**config.mk**
```make
export PLATFORM = sky130hd
export DESIGN_NAME = cfe_bucket_scan
export DESIGN_NICKNAME = d
export VERILOG_FILES = /design/src/hdl/cfe_pkg.sv /design/src/hdl/cfe_bucket_scan.sv
export SDC_FILE = /design/constraint.sdc
export NUM_CORES = 1
export LEC_CHECK = 0
export BUFFER_PORTS_ARGS = -buffer_cell sky130_fd_sc_hd__buf_4
export CORE_MARGIN = 1
export CORE_UTILIZATION = 41
export DETAILED_ROUTE_END_ITERATION = 8
export PLACE_DENSITY = 0.92
export SETUP_SLACK_MARGIN = 0.4
export SYNTH_ARGS = -nofsm -noshare
export SYNTH_HDL_FRONTEND = slang
export SYNTH_SLANG_ARGS = --single-unit
```
**constraint.sdc**
```tcl
create_clock -name vclk -period 2.4
set_input_delay 0.24 -clock vclk [all_inputs]
set_output_delay 0.24 -clock vclk [all_outputs]
set_load 0.02 [all_outputs]
```
**src/hdl/cfe_pkg.sv**
```systemverilog
// shared types, constants and fingerprint hash table for the cuckoo filter engine
`default_nettype none

package cfe_pkg;

  localparam int MAX_SLOTS = 4;
  localparam int HASH_BITS = 20;

  localparam logic [9:0]  MAX_KICKS_RESET = 10'd500;
  localparam logic [15:0] SEED_RESET      = 16'd44257;
  localparam logic [15:0] LFSR_MASK       = 16'hB400;

  localparam logic [63:0] P64_1 = 64'h9E3779B185EBCA87;
  localparam logic [63:0] P64_2 = 64'hC2B2AE3D27D4EB4F;
  localparam logic [63:0] P64_3 = 64'h165667B19E3779F9;
  localparam logic [63:0] P64_5 = 64'h27D4EB2F165667C5;

  localparam logic CFG_MAX_KICKS = 1'b0;
  localparam logic CFG_SEED      = 1'b1;

  typedef enum logic [1:0] {
    CMD_ADD      = 2'd0,
    CMD_CONTAINS = 2'd1,
    CMD_DELETE   = 2'd2,
    CMD_COUNT    = 2'd3
  } cmd_t;

  typedef struct packed {
    logic [MAX_SLOTS-1:0] match;
    logic [MAX_SLOTS-1:0] empty;
    logic [2:0]           count;
  } scan_t;

  typedef logic [HASH_BITS-1:0] hash_lo_t;
  typedef hash_lo_t [255:0] hash_tbl_t;

  // single-byte xxh64, seed 0
  function automatic logic [63:0] byte_hash(input logic [7:0] v);
    logic [63:0] h;
    h = P64_5 + 64'd1;
    h = h ^ ({56'd0, v} * P64_5);
    h = {h[52:0], h[63:53]};
    h = h * P64_1;
    h = h ^ (h >> 33);
    h = h * P64_2;
    h = h ^ (h >> 29);
    h = h * P64_3;
    h = h ^ (h >> 32);
    return h;
  endfunction

  function automatic hash_tbl_t build_hash_tbl();
    hash_tbl_t   t;
    logic [63:0] hv;
    for (int i = 0; i < 256; i++) begin
      hv   = byte_hash(8'(i));
      t[i] = hv[HASH_BITS-1:0];
    end
    return t;
  endfunction

  localparam hash_tbl_t HASH_TBL = build_hash_tbl();

endpackage

`default_nettype wire

```
**src/hdl/cfe_bucket_scan.sv**
```systemverilog
// compares every slot of a bucket row against a fingerprint and flags empty (zero) slots
`default_nettype none

module cfe_bucket_scan import cfe_pkg::*; #(
  parameter int SLOTS = 4
) (
  input  logic [SLOTS*8-1:0] row,
  input  logic [7:0]         fp,
  output scan_t              res
);

  always_comb begin
    res = '0;
    for (int s = 0; s < SLOTS; s++) begin
      if (row[s*8 +: 8] == fp) begin
        res.match[s] = 1'b1;
        res.count    = res.count + 3'd1;
      end
      if (row[s*8 +: 8] == 8'd0) begin
        res.empty[s] = 1'b1;
      end
    end
  end

endmodule

`default_nettype wire

```
==> impl_metrics.py <==
metrics = {
    "cells_and_area": {
        "seq_cell_count": 0,
        "layout_common_cells": "buf_4 (51), xor2_1 (19), xnor2_1 (12), or4_1 (8), nor2_1 (7)",
        "final_nets": 179,
        "antenna-diode-count": 0,
        "drive_gt1_share_pct": 56.7,
        "final_common_cell": "buf_4",
        "fin_area_mm2": 0.00119,
        "area_growth_syn_to_layout_pct": 103,
        "nClkBuffers": 0,
        "n_fill_cell": 59,
        "seqCellArea_um2": 0,
        "postLayoutCoreUtil_pct": 90.6,
        "layoutNonFillerInstCount": 149,
    },
    "outcome": {
        "outcome": "finished with violations",
        "violations": "negative setup slack",
    },
    "floorplanning": {
        "ios": 51,
        "core_mm2": 0.00132,
        "rows": 13,
        "die_h_um": 39.9,
        "dieArea_mm2": 0.00159,
        "initial_core_util_pct": 44.6,
        "die_w_um": 39.9,
    },
    "synthesis": {
        "synth_warnings": 0,
        "synthAdderAreaFrac_pct": 6.38,
        "syn_avg_cell_area_um2": 7.84,
        "synth_area_um2": 588,
        "synth_xor_area_share_pct": 54.5,
        "synth_top_family_by_area": "XOR/XNOR gates",
        "synth_top_area_share_pct": 29.8,
        "synth.largest_area_cell": "xor2_1",
        "synthCells": 75,
        "syn_nets": 118,
        "synthSimpleGateAreaFrac_pct": 35.1,
        "ys_types": 19,
        "yosysSeqAreaShare_pct": 0,
        "muxShareOfSynthArea_pct": 0,
        "synth_compound_area_share_pct": 2.13,
        "yosys-top-cells-area": "xor2_1 (30%), xnor2_1 (21%), or4_1 (10%), ha_1 (6.4%), nor2_1 (4.5%)",
    },
    "setup_path": {
        "crit_type": "primary input to output port",
        "end_kind": "output port",
        "cp-start-kind": "primary input",
        "cp.arrival_ps": 2260,
        "crit_top_cell": "buf_6",
        "cp_top_family": "simple AND/OR/NAND/NOR gates",
        "crit_chain": "buf_6 > xor2_2 > nor4_2 > nand4_1 > ha_1 > inv_2 > xnor2_2 > ha_2 > nand3_4 > xnor2_4 > buf_6",
        "crit_required_ps": 2160,
        "cp.buffers_inverters": 3,
        "worstPathMaxFanout": 2,
        "critPathSlowestCell": "ha_1",
        "slowest_delay_ps": 360,
    },
    "global_routing": {
        "grt_pass1_vias": 763,
        "grt_first_pass_wirelength_um": 3280,
        "antenna_found_initial": 0,
        "gr-total-overflow": 0,
        "gr-usage-all-layers_pct": 29.9,
        "grt_max_degree": 5,
    },
    "routing": {
        "vias": 893,
        "wl_um": 2880,
        "drc": 0,
        "viasPerCell": 5.99,
        "drtPass1Iterations": 4,
        "drtIter0Drc": 16,
        "postRouteAntennaNets": 0,
        "wire_per_inst_um": 19.3,
    },
    "place": {
        "dp_hpwl_um": 1710,
        "place.gp.congestion": 0.755,
        "placed_cells": 142,
        "place_area_mm2": 0.00103,
        "io_buffers": 51,
    },
    "pwr": {
        "vdd_drop_max_mv": 0.115,
        "p_per_area_mw_per_mm2": 147,
        "power.leakage_nw": 0.540,
    },
    "clock_tree": {
        "cts_hold_buf": 0,
    },
    "sta": {
        "slew_violations": 0,
        "clock.fmax_mhz": 399,
        "tightest_slew_ps": 370,
        "worst_hold_slack_ps": 837,
        "finalSetupViolations": 2,
        "rsz0062_at_grt": "yes",
        "fin_crit_sh_pct": 104,
        "setup_tns_ps": -188,
        "final_hold_viol_count": 0,
        "relSlewSlack_pct": 75.2,
        "min_period_ps": 2500,
        "postLayoutSetupSlackWorst_ps": -103,
    },
    "hold_path": {
        "min_to": "res[4]",
        "hold_path.class": "primary input to output port",
        "hold_start": "row[10]",
        "hold_depth": 4,
    },
    "job": {
        "cap_violations": 0,
    },
}
[kinds of logic (layout without fill, tap and decap cells)]
| group | Yosys count | in the layout |
|---|---|---|
| xor+xnor | 35 | 35 |
| simple gates | 32 | 32 |
| fa+ha+maj | 3 | 3 |
| buf+inv | 3 | 62 |
| compound gates | 2 | 2 |
[routing by layer]
metal  wire (um)  global-route usage [%]
met5           0                       0
met4         129                    2.59
met3         193                   0.568
met2        1480                    57.3
met1        1080                    37.0
[repair_timing]
item,CTS,global route
resized for setup,15,9
buffers inserted,5,2
endpoints found under the setup margin,3,3
pin swaps,13,5
cloned,0,0
[cells in the mapped netlist, drive strengths merged]
cell type / count
nor3: 1
nor4: 4
and2: 1
xnor2: 14
o31ai: 1
and4: 2
or4: 8
xor2: 20
xnor3: 1
a21oi: 1
nand3: 2
and3: 1
ha: 3
inv: 3
nor2: 8
nand4: 4
nand2: 1
[cell type report]
class	count	area (um^2)	area share (%)
multi-input combinational	72	681	57.0
timing repair buffer	59	480	40.3
tap	15	18.8	1.57
inverter	3	13.8	1.15
[worst max-delay path by stage]
| stage | start | end | depth (start not counted) |
|---|---|---|---|
| global placement | fp[2] | res[2] | 13 |
| floorplan | row[2] | res[2] | 9 |
| global route | row[1] | res[2] | 11 |
| finish | row[1] | res[2] | 11 |
| detailed placement | fp[1] | res[2] | 11 |
| CTS | row[10] | res[1] | 11 |
[report_power, final]
group / internal [W] / switching, W
clock network: 0 / 0
registers: 0 / 0
logic: 0.0000910 / 0.0000844
[per-stage QoR]
step,setup slack [ps],power [W]
floorplan,367,0.0000584
global placement,87.7,0.000137
detailed placement,-46.3,0.000141
CTS,52.1,0.000158
global route,-155,0.000184
finish,-103,0.000175
Note: power is estimated with default switching activity, not from simulation.
